===== src/flpf_pkg.sv =====
package flpf_pkg;

  // built size defaults
  localparam int DEPTH_DEF  = 16;
  localparam int LEVELS_DEF = 5;

  // fixed field widths
  localparam int DATA_W     = 16;
  localparam int CAP_W      = 5;
  localparam int FUNC_W     = 2;
  localparam int STAT_W     = 2;
  localparam int CFG_IDX_W  = 3;
  localparam int CFG_DATA_W = 16;
  localparam int NUM_THR    = 4;

  // register reset values
  localparam logic [CAP_W-1:0]         CAP_RST  = 5'd16;
  localparam logic signed [DATA_W-1:0] THR2_RST = 16'sd20;
  localparam logic signed [DATA_W-1:0] THR3_RST = 16'sd30;
  localparam logic signed [DATA_W-1:0] THR4_RST = 16'sd40;
  localparam logic signed [DATA_W-1:0] THR5_RST = 16'sd50;

  // operation codes
  typedef enum logic [FUNC_W-1:0] {
    FUNC_PUSH = 2'd0,
    FUNC_POP  = 2'd1,
    FUNC_PEEK = 2'd2
  } func_t;

  // result status codes
  typedef enum logic [STAT_W-1:0] {
    STAT_OK        = 2'd0,
    STAT_OVERFLOW  = 2'd1,
    STAT_UNDERFLOW = 2'd2
  } status_t;

  // configuration register indexes
  typedef enum logic [CFG_IDX_W-1:0] {
    CFG_CAPACITY = 3'd0,
    CFG_THR2     = 3'd1,
    CFG_THR3     = 3'd2,
    CFG_THR4     = 3'd3,
    CFG_THR5     = 3'd4
  } cfg_idx_t;

  // controller states
  typedef enum logic [1:0] {
    ST_IDLE = 2'd0,
    ST_EXEC = 2'd1,
    ST_READ = 2'd2,
    ST_LOAD = 2'd3
  } ctrl_state_t;

  // payload of one input transaction
  typedef struct packed {
    logic [FUNC_W-1:0]         func;
    logic signed [DATA_W-1:0]  value;
  } in_item_t;

  // payload of one result transaction
  typedef struct packed {
    logic [STAT_W-1:0]         status;
    logic                      is_empty;
    logic signed [DATA_W-1:0]  head_value;
    logic signed [DATA_W-1:0]  tail_value;
  } out_item_t;

  // controller to datapath commands
  typedef struct packed {
    logic in_load;
    logic exec;
    logic read;
    logic out_load;
  } ctrl_cmd_t;

  // datapath to controller status
  typedef struct packed {
    logic out_busy;
  } dp_status_t;

endpackage


===== src/flpf_ctrl.sv =====
module flpf_ctrl import flpf_pkg::*; (
  input  logic       clk,
  input  logic       rst_n,
  input  logic       in_valid,
  input  dp_status_t dp_stat,
  output logic       in_stall,
  output ctrl_cmd_t  cmd
);

  ctrl_state_t state_r, state_nxt;

  // next state
  always_comb begin
    state_nxt = state_r;
    unique case (state_r)
      ST_IDLE: if (in_valid) state_nxt = ST_EXEC;
      ST_EXEC: state_nxt = ST_READ;
      ST_READ: state_nxt = ST_LOAD;
      ST_LOAD: if (!dp_stat.out_busy) state_nxt = ST_IDLE;
      default: state_nxt = ST_IDLE;
    endcase
  end

  // outputs
  always_comb begin
    cmd      = '0;
    in_stall = 1'b1;
    unique case (state_r)
      ST_IDLE: begin
        in_stall    = 1'b0;
        cmd.in_load = in_valid;
      end
      ST_EXEC: cmd.exec = 1'b1;
      ST_READ: cmd.read = 1'b1;
      ST_LOAD: cmd.out_load = !dp_stat.out_busy;
      default: in_stall = 1'b1;
    endcase
  end

  // state register
  always_ff @(posedge clk) begin
    if (!rst_n) begin
      state_r <= ST_IDLE;
    end else begin
      state_r <= state_nxt;
    end
  end

endmodule


===== src/flpf_dpath.sv =====
module flpf_dpath import flpf_pkg::*; #(
  parameter int DEPTH  = DEPTH_DEF,
  parameter int LEVELS = LEVELS_DEF
) (
  input  logic                  clk,
  input  logic                  rst_n,
  input  ctrl_cmd_t             cmd,
  output dp_status_t            dp_stat,
  input  in_item_t              in_data,
  input  logic                  out_stall,
  output logic                  out_valid,
  output out_item_t             out_data,
  input  logic                  cfg_we,
  input  logic [CFG_IDX_W-1:0]  cfg_index,
  input  logic [CFG_DATA_W-1:0] cfg_wdata
);

  localparam int IDX_W = (DEPTH > 1) ? $clog2(DEPTH) : 1;
  localparam int LVL_W = $clog2(LEVELS);
  localparam int OCC_W = $clog2(DEPTH + 1);
  localparam int CMP_W = (OCC_W > CAP_W) ? OCC_W : CAP_W;

  // configuration registers
  logic [CAP_W-1:0]         cap_r;
  logic signed [DATA_W-1:0] thr_r [NUM_THR];

  // queue state
  logic [IDX_W-1:0] head_r [LEVELS];
  logic [IDX_W-1:0] tail_r [LEVELS];
  logic [OCC_W-1:0] occ_r  [LEVELS];
  logic [IDX_W-1:0] head_nxt [LEVELS];
  logic [IDX_W-1:0] tail_nxt [LEVELS];
  logic [OCC_W-1:0] occ_nxt  [LEVELS];

  logic signed [DATA_W-1:0] mem [LEVELS][DEPTH];

  in_item_t                 item_r;
  logic [STAT_W-1:0]        status_r, status_nxt;
  logic signed [DATA_W-1:0] rd_head_r, rd_tail_r;
  logic                     empty_r;
  logic                     out_valid_r;
  out_item_t                out_r;

  logic [2:0]       raw_lvl;
  logic [LVL_W-1:0] push_lvl;
  logic [CMP_W-1:0] cap_ext, usable;
  logic             full;
  logic             mem_we;
  logic [LVL_W-1:0] hi_lvl, lo_lvl;
  logic             any_occ;
  logic [IDX_W-1:0] tail_prev;

  // configuration writes
  always_ff @(posedge clk) begin
    if (!rst_n) begin
      cap_r    <= CAP_RST;
      thr_r[0] <= THR2_RST;
      thr_r[1] <= THR3_RST;
      thr_r[2] <= THR4_RST;
      thr_r[3] <= THR5_RST;
    end else if (cfg_we) begin
      unique case (cfg_index)
        CFG_CAPACITY: cap_r    <= cfg_wdata[CAP_W-1:0];
        CFG_THR2:     thr_r[0] <= $signed(cfg_wdata);
        CFG_THR3:     thr_r[1] <= $signed(cfg_wdata);
        CFG_THR4:     thr_r[2] <= $signed(cfg_wdata);
        CFG_THR5:     thr_r[3] <= $signed(cfg_wdata);
        default:      ;
      endcase
    end
  end

  // level choice, highest threshold first, saturated to the last level
  always_comb begin
    if ($signed(item_r.value) > thr_r[3])      raw_lvl = 3'd4;
    else if ($signed(item_r.value) > thr_r[2]) raw_lvl = 3'd3;
    else if ($signed(item_r.value) > thr_r[1]) raw_lvl = 3'd2;
    else if ($signed(item_r.value) > thr_r[0]) raw_lvl = 3'd1;
    else                                       raw_lvl = 3'd0;
    if (raw_lvl > 3'(LEVELS - 1)) push_lvl = LVL_W'(LEVELS - 1);
    else                          push_lvl = LVL_W'(raw_lvl);
  end

  // usable capacity, clamped to one and to the built depth
  always_comb begin
    cap_ext = CMP_W'(cap_r);
    if (cap_r == '0)                  usable = CMP_W'(1);
    else if (cap_ext > CMP_W'(DEPTH)) usable = CMP_W'(DEPTH);
    else                              usable = cap_ext;
    full = CMP_W'(occ_r[push_lvl]) >= usable;
  end

  // highest and lowest non-empty levels
  always_comb begin
    hi_lvl  = '0;
    lo_lvl  = '0;
    any_occ = 1'b0;
    for (int l = 0; l < LEVELS; l++) begin
      if (occ_r[l] != '0) begin
        hi_lvl  = LVL_W'(l);
        any_occ = 1'b1;
      end
    end
    for (int l = LEVELS - 1; l >= 0; l--) begin
      if (occ_r[l] != '0) lo_lvl = LVL_W'(l);
    end
  end

  // newest entry position of the lowest level
  always_comb begin
    if (tail_r[lo_lvl] == '0) tail_prev = IDX_W'(DEPTH - 1);
    else                      tail_prev = tail_r[lo_lvl] - IDX_W'(1);
  end

  // operation execute
  always_comb begin
    head_nxt   = head_r;
    tail_nxt   = tail_r;
    occ_nxt    = occ_r;
    status_nxt = status_r;
    mem_we     = 1'b0;
    if (cmd.exec) begin
      status_nxt = STAT_OK;
      case (item_r.func)
        FUNC_PUSH: begin
          if (full) begin
            status_nxt = STAT_OVERFLOW;
          end else begin
            mem_we = 1'b1;
            if (tail_r[push_lvl] == IDX_W'(DEPTH - 1)) tail_nxt[push_lvl] = '0;
            else tail_nxt[push_lvl] = tail_r[push_lvl] + IDX_W'(1);
            occ_nxt[push_lvl] = occ_r[push_lvl] + OCC_W'(1);
          end
        end
        FUNC_POP: begin
          if (!any_occ) begin
            status_nxt = STAT_UNDERFLOW;
          end else begin
            if (head_r[hi_lvl] == IDX_W'(DEPTH - 1)) head_nxt[hi_lvl] = '0;
            else head_nxt[hi_lvl] = head_r[hi_lvl] + IDX_W'(1);
            occ_nxt[hi_lvl] = occ_r[hi_lvl] - OCC_W'(1);
          end
        end
        default: ;
      endcase
    end
  end

  // queue state registers
  always_ff @(posedge clk) begin
    if (!rst_n) begin
      for (int l = 0; l < LEVELS; l++) begin
        head_r[l] <= '0;
        tail_r[l] <= '0;
        occ_r[l]  <= '0;
      end
      status_r <= STAT_OK;
    end else begin
      head_r   <= head_nxt;
      tail_r   <= tail_nxt;
      occ_r    <= occ_nxt;
      status_r <= status_nxt;
    end
  end

  // entry memory, one write and two registered reads
  always_ff @(posedge clk) begin
    if (mem_we) mem[push_lvl][tail_r[push_lvl]] <= item_r.value;
    if (cmd.read) begin
      rd_head_r <= mem[hi_lvl][head_r[hi_lvl]];
      rd_tail_r <= mem[lo_lvl][tail_prev];
      empty_r   <= !any_occ;
    end
  end

  // input capture
  always_ff @(posedge clk) begin
    if (cmd.in_load) item_r <= in_data;
  end

  // output register
  always_ff @(posedge clk) begin
    if (!rst_n) begin
      out_valid_r <= 1'b0;
    end else if (cmd.out_load) begin
      out_valid_r <= 1'b1;
    end else if (!out_stall) begin
      out_valid_r <= 1'b0;
    end
  end

  always_ff @(posedge clk) begin
    if (cmd.out_load) begin
      out_r.status     <= status_r;
      out_r.is_empty   <= empty_r;
      out_r.head_value <= empty_r ? '0 : rd_head_r;
      out_r.tail_value <= empty_r ? '0 : rd_tail_r;
    end
  end

  assign dp_stat.out_busy = out_valid_r && out_stall;
  assign out_valid        = out_valid_r;
  assign out_data         = out_r;

endmodule


===== src/five_level_priority_fifo.sv =====
// five-level priority queue: push, pop of the highest level, peek
// result: out_valid is set from the output register after the output load step
// sequence: the controller steps each transaction through accept, execute,
//   memory read, output load (held while the output stalls); in_stall is high until idle
// reset: synchronous active low, all levels empty, registers to defaults;
//   entry memory is not cleared and needs no clearing pass
module five_level_priority_fifo import flpf_pkg::*; #(
  parameter int DEPTH  = DEPTH_DEF,
  parameter int LEVELS = LEVELS_DEF
) (
  input  logic                  clk,
  input  logic                  rst_n,
  input  logic                  in_valid,
  output logic                  in_stall,
  input  in_item_t              in_data,
  output logic                  out_valid,
  input  logic                  out_stall,
  output out_item_t             out_data,
  input  logic                  cfg_we,
  input  logic [CFG_IDX_W-1:0]  cfg_index,
  input  logic [CFG_DATA_W-1:0] cfg_wdata
);

  ctrl_cmd_t  cmd;
  dp_status_t dp_stat;

  // sequencing
  flpf_ctrl u_ctrl (
    .clk      (clk),
    .rst_n    (rst_n),
    .in_valid (in_valid),
    .dp_stat  (dp_stat),
    .in_stall (in_stall),
    .cmd      (cmd)
  );

  // queue storage and result path
  flpf_dpath #(
    .DEPTH  (DEPTH),
    .LEVELS (LEVELS)
  ) u_dpath (
    .clk       (clk),
    .rst_n     (rst_n),
    .cmd       (cmd),
    .dp_stat   (dp_stat),
    .in_data   (in_data),
    .out_stall (out_stall),
    .out_valid (out_valid),
    .out_data  (out_data),
    .cfg_we    (cfg_we),
    .cfg_index (cfg_index),
    .cfg_wdata (cfg_wdata)
  );

endmodule

===== config.mk =====
export PLATFORM = sky130hd
export DESIGN_NAME = five_level_priority_fifo
export DESIGN_NICKNAME = d
export VERILOG_FILES = /design/src/flpf_pkg.sv /design/src/flpf_ctrl.sv /design/src/flpf_dpath.sv /design/src/five_level_priority_fifo.sv
export SDC_FILE = /design/constraint.sdc
export NUM_CORES = 2
export LEC_CHECK = 0
export BUFFER_PORTS_ARGS = -buffer_cell sky130_fd_sc_hd__buf_2
export CORE_UTILIZATION = 38
export CTS_BUF_LIST = sky130_fd_sc_hd__clkbuf_4 sky130_fd_sc_hd__clkbuf_8
export DETAILED_ROUTE_END_ITERATION = 8
export PLACE_DENSITY = 0.62
export SETUP_SLACK_MARGIN = 0.05
export SLEW_MARGIN = 40
export SYNTH_ARGS = -nofsm -noshare
export SYNTH_HDL_FRONTEND = slang
export SYNTH_SLANG_ARGS = --single-unit

===== constraint.sdc =====
create_clock -name clk -period 20.5 [get_ports clk]
set_input_delay 1.025 -clock clk [delete_from_list [all_inputs] [get_ports clk]]
set_output_delay 1.025 -clock clk [all_outputs]
set_load 0.01 [all_outputs]

==> metrics.cfg <==
[hold_path]
holdPathStages=1
min_from=in_data[4]
hold_end=u_dpath.item_r[4]
hold_path_class=input port to register

[placement]
dp_hpwl_mm=191.8
dp_cells=7366
io_buffers=78
place_congestion=1.049

[worst_setup_path]
path_class=register to register
r2r-end=u_dpath.mem[4][124]
worstPathArrival_ns=8.61
start_kind=register
regToRegStartpoint=u_dpath.item_r[9]
crit_path_max_fanout=43
crit_required_ns=21.11
rrSetupSlack_ns=12.50
end_kind=register
reg2reg_depth=21

[synth]
synth-xor-area-share_pct=0.1094
ys_ff_latch=1505
synth-seq-area-share_pct=61.70
ys_warn_count=0
synth_top_family_by_area=multiplexers
syn_area_um2=72030
synth_area_per_cell_um2=14.34
ys_types=100
synth_compound_area_share_pct=11.69
postSynthCellCount=5023
synth-main-ff-cell=edfxtp_1
synthSimpleGateAreaFrac_pct=7.695
synth_edf_count=1430
synth_mux_area_share_pct=14.57
syn-num-nets=5147
synth-adder-area-share_pct=1.424
synth-async-reset-ratio_pct=0

[clock_network]
clk_pin_slew_ns=0.06
clockRootBuffer=clkbuf_8
clock-sinks=1505
cts_resized=0
cts_hold_buffers=0
cts_tree=built
cts_buffers=239
clk_path_buf_depth=3
insertion_delay_ns=1.07
post_cts_buffers=0
cts_max_level=4

[detailed_routing]
ant_nets=0
routed_wl_mm=290.6
route.detailed.drc=16
viasPerCell=6.807
num_vias=53230
detail_route.iter0.violations=9869
firstDrtPassIters=8
wl_per_cell_um=37.16

[timing]
hold_violations=0
clock.fmax_mhz=125.0
maxSlewViolCount=0
tns_ns=0
worst_pin_slew_ns=0.9759
fin_crit_ns=8.000
maxSlewHeadroom_pct=34.50
setup_violations=0
post-route-period-util_pct=39.02
skew_ns=0.1131
rsz0062_at_grt=no

[global_route]
antenna_found_initial=31
grt_pass1_wl_mm=399.2
grt_max_degree=123
grt-ovfl-total=0
grt_pass1_vias=49880
grt_util_all_layers_pct=29.65

[pwr]
switching_share_pct=50.02
power_frac_comb_pct=56.7
vdd_drop_max_v=0.0001981
power.density_nw_per_um2=182.8
power_uw=14800
internal_power_uw=7395
seqPwrFrac_pct=25.3
pwr-share-clk_pct=18.0
switchingPower_uw=7401
cellLeakagePower_uw=0.02614

[cells_and_area]
stdcell_count=7820
nets=5238
syn_to_final_growth_pct=12.37
drive_above_1_share_pct=22.42
fill_cells=16920
post-route-util_pct=43.05

[floorplanning]
start_util_pct=38.32
rows=159
io_pins=79
die_y_um=437.4
coreArea_um2=188000
fp.dieW_um=437.4
die_area_um2=191300

[outcome]
violations=design-rule violations
status=finished, violations left

[job]
maxCapViolCount=0

==> placed cells by master (no fill, tap or decap), drive strengths merged, types with 13 or more instances in the layout <==
cell type / n
o211ai: 66
inv: 105
mux4: 354
dfxtp: 75
nor4: 22
a22oi: 46
ha: 82
o221ai: 48
a2111oi: 13
buf: 230
a222oi: 22
and3: 32
nor2b: 44
o21ai: 188
clkinv: 109
mux2i: 173
nand3: 151
a32oi: 16
and2: 68
o22ai: 30
a221o: 31
o21a: 25
nand2: 488
a211o: 15
o2111ai: 17
mux2: 70
a211oi: 49
or3: 23
a31oi: 42
edfxtp: 1430
nor2: 257
a21oi: 204
a221oi: 182
clkbuf: 305
o311ai: 17
a311oi: 31
nand4: 35
nor3: 38
diode: 13
==> worst max-delay path, stage by stage (launching register included) <==
cell	delay [ns]
edfxtp_1	0.32
buf_4	0.50
buf_4	0.65
ha_1	0.27
nand4_1	0.10
nor4_1	0.34
a21boi_0	0.31
nor4_1	0.14
a21oi_1	0.65
nor3_1	0.14
o41ai_2	0.70
inv_1	0.23
ha_1	0.32
nand2b_1	0.15
a21o_1	0.19
a21o_1	0.18
a21oi_1	0.14
nor2b_1	0.10
nor4bb_4	0.27
buf_4	0.59
nand3_1	0.57
nor2_4	0.70
==> cell families (layout without fill, tap and decap cells) <==
| family | Yosys count | in the layout |
|---|---|---|
| fa+ha+maj | 82 | 82 |
| other cells | 0 | 13 |
| mux | 597 | 597 |
| flops | 1505 | 1505 |
| simple gates | 1200 | 1200 |
| xor+xnor | 9 | 9 |
| compound gates | 1155 | 1155 |
| buf+inv | 475 | 764 |
==> through the flow <==
stage / area (um2) / hold WS (ns) / setup slack [ns]
floorplan: 72030 / 0.4076 / 13.39
global placement: 75440 / 0.4296 / 12.62
detailed placement: 75930 / 0.4386 / 12.43
CTS: 80760 / 0.1365 / 12.38
global route: 80920 / 0.1569 / 12.24
finish: 80940 / 0.1933 / 12.50
==> worst max-delay path by stage <==
stage | from | endpoint | slack [ns] | cells after the start
6_report | u_dpath.item_r[9] | u_dpath.mem[4][124] | 12.50 | 21
5_1_grt | u_dpath.item_r[9] | u_dpath.mem[4][18] | 12.24 | 21
4_1_cts | u_dpath.item_r[9] | u_dpath.mem[0][121] | 12.38 | 21
3_5_place_dp | u_dpath.item_r[9] | u_dpath.mem[0][115] | 12.43 | 21
3_3_place_gp | u_dpath.item_r[9] | u_dpath.mem[4][16] | 12.62 | 21
2_1_floorplan | u_dpath.item_r[7] | u_dpath.mem[0][16] | 13.39 | 21
==> cell type report <==
class                           instances  area, um2  area share (%)
Clock buffer                          304       3784           4.675
Clock inverter                        135       1050           1.297
Inverter                               94      355.3          0.4390
Multi-Input combinational cell       3043      26480           32.72
Timing Repair Buffer                  231       1668           2.061
Antenna cell                           13      32.53         0.04019
Sequential cell                      1505      44450           54.91
Tap cell                             2495       3122           3.857
==> power by group through the flow <==
stage / combinational (uW) / sequential (uW) / clock (uW)
after global placement: 7720 / 3800 / 0
after detailed placement: 7790 / 3800 / 0
after global routing: 8340 / 3740 / 2790
final: 8390 / 3740 / 2670
after CTS: 7830 / 3730 / 2670
after floorplan: 4170 / 3840 / 0
==> cell usage after synthesis (all sizes together), types with 68 or more instances <==
library cell	n	share of area [%]
and2	68	0.59
mux2i	173	2.4
a21oi	204	1.4
nor2	257	1.4
mux4	354	11
a221oi	182	2.2
nand3	151	1.0
mux2	70	1.1
nand2	488	2.5
buf	159	1.2
edfxtp	1430	60
ha	82	1.4
o21ai	188	1.3
dfxtp	75	2.1
inv	93	0.48
clkbuf	222	1.2
==> state kept, by name, summed over array words and instances (netlist names) <==
| register | cells |
|---|---|
| u_dpath.empty_r | 1 |
| u_dpath.occ_r | 25 |
| u_dpath.status_r | 2 |
| u_dpath.item_r | 18 |
| u_dpath.cap_ext | 5 |
| u_dpath.out_data | 35 |
| u_dpath.rd_tail_r | 16 |
| u_ctrl.state_r | 2 |
| u_dpath.out_valid | 1 |
| u_dpath.rd_head_r | 16 |
| u_dpath.tail_r | 20 |
| u_dpath.head_r | 20 |
| u_dpath.thr_r | 64 |
| u_dpath.mem | 1280 |
==> metal layers <==
layer	up-vias	share of wire (%)	global-route usage (%)
met4	32	6.5	16.07
met5	-	0.19	0.4284
met1	26780	35	38.36
met2	4799	42	41.31
met3	948	16	13.18
li1	20680	-	-
(Power assumes the default switching activity.)
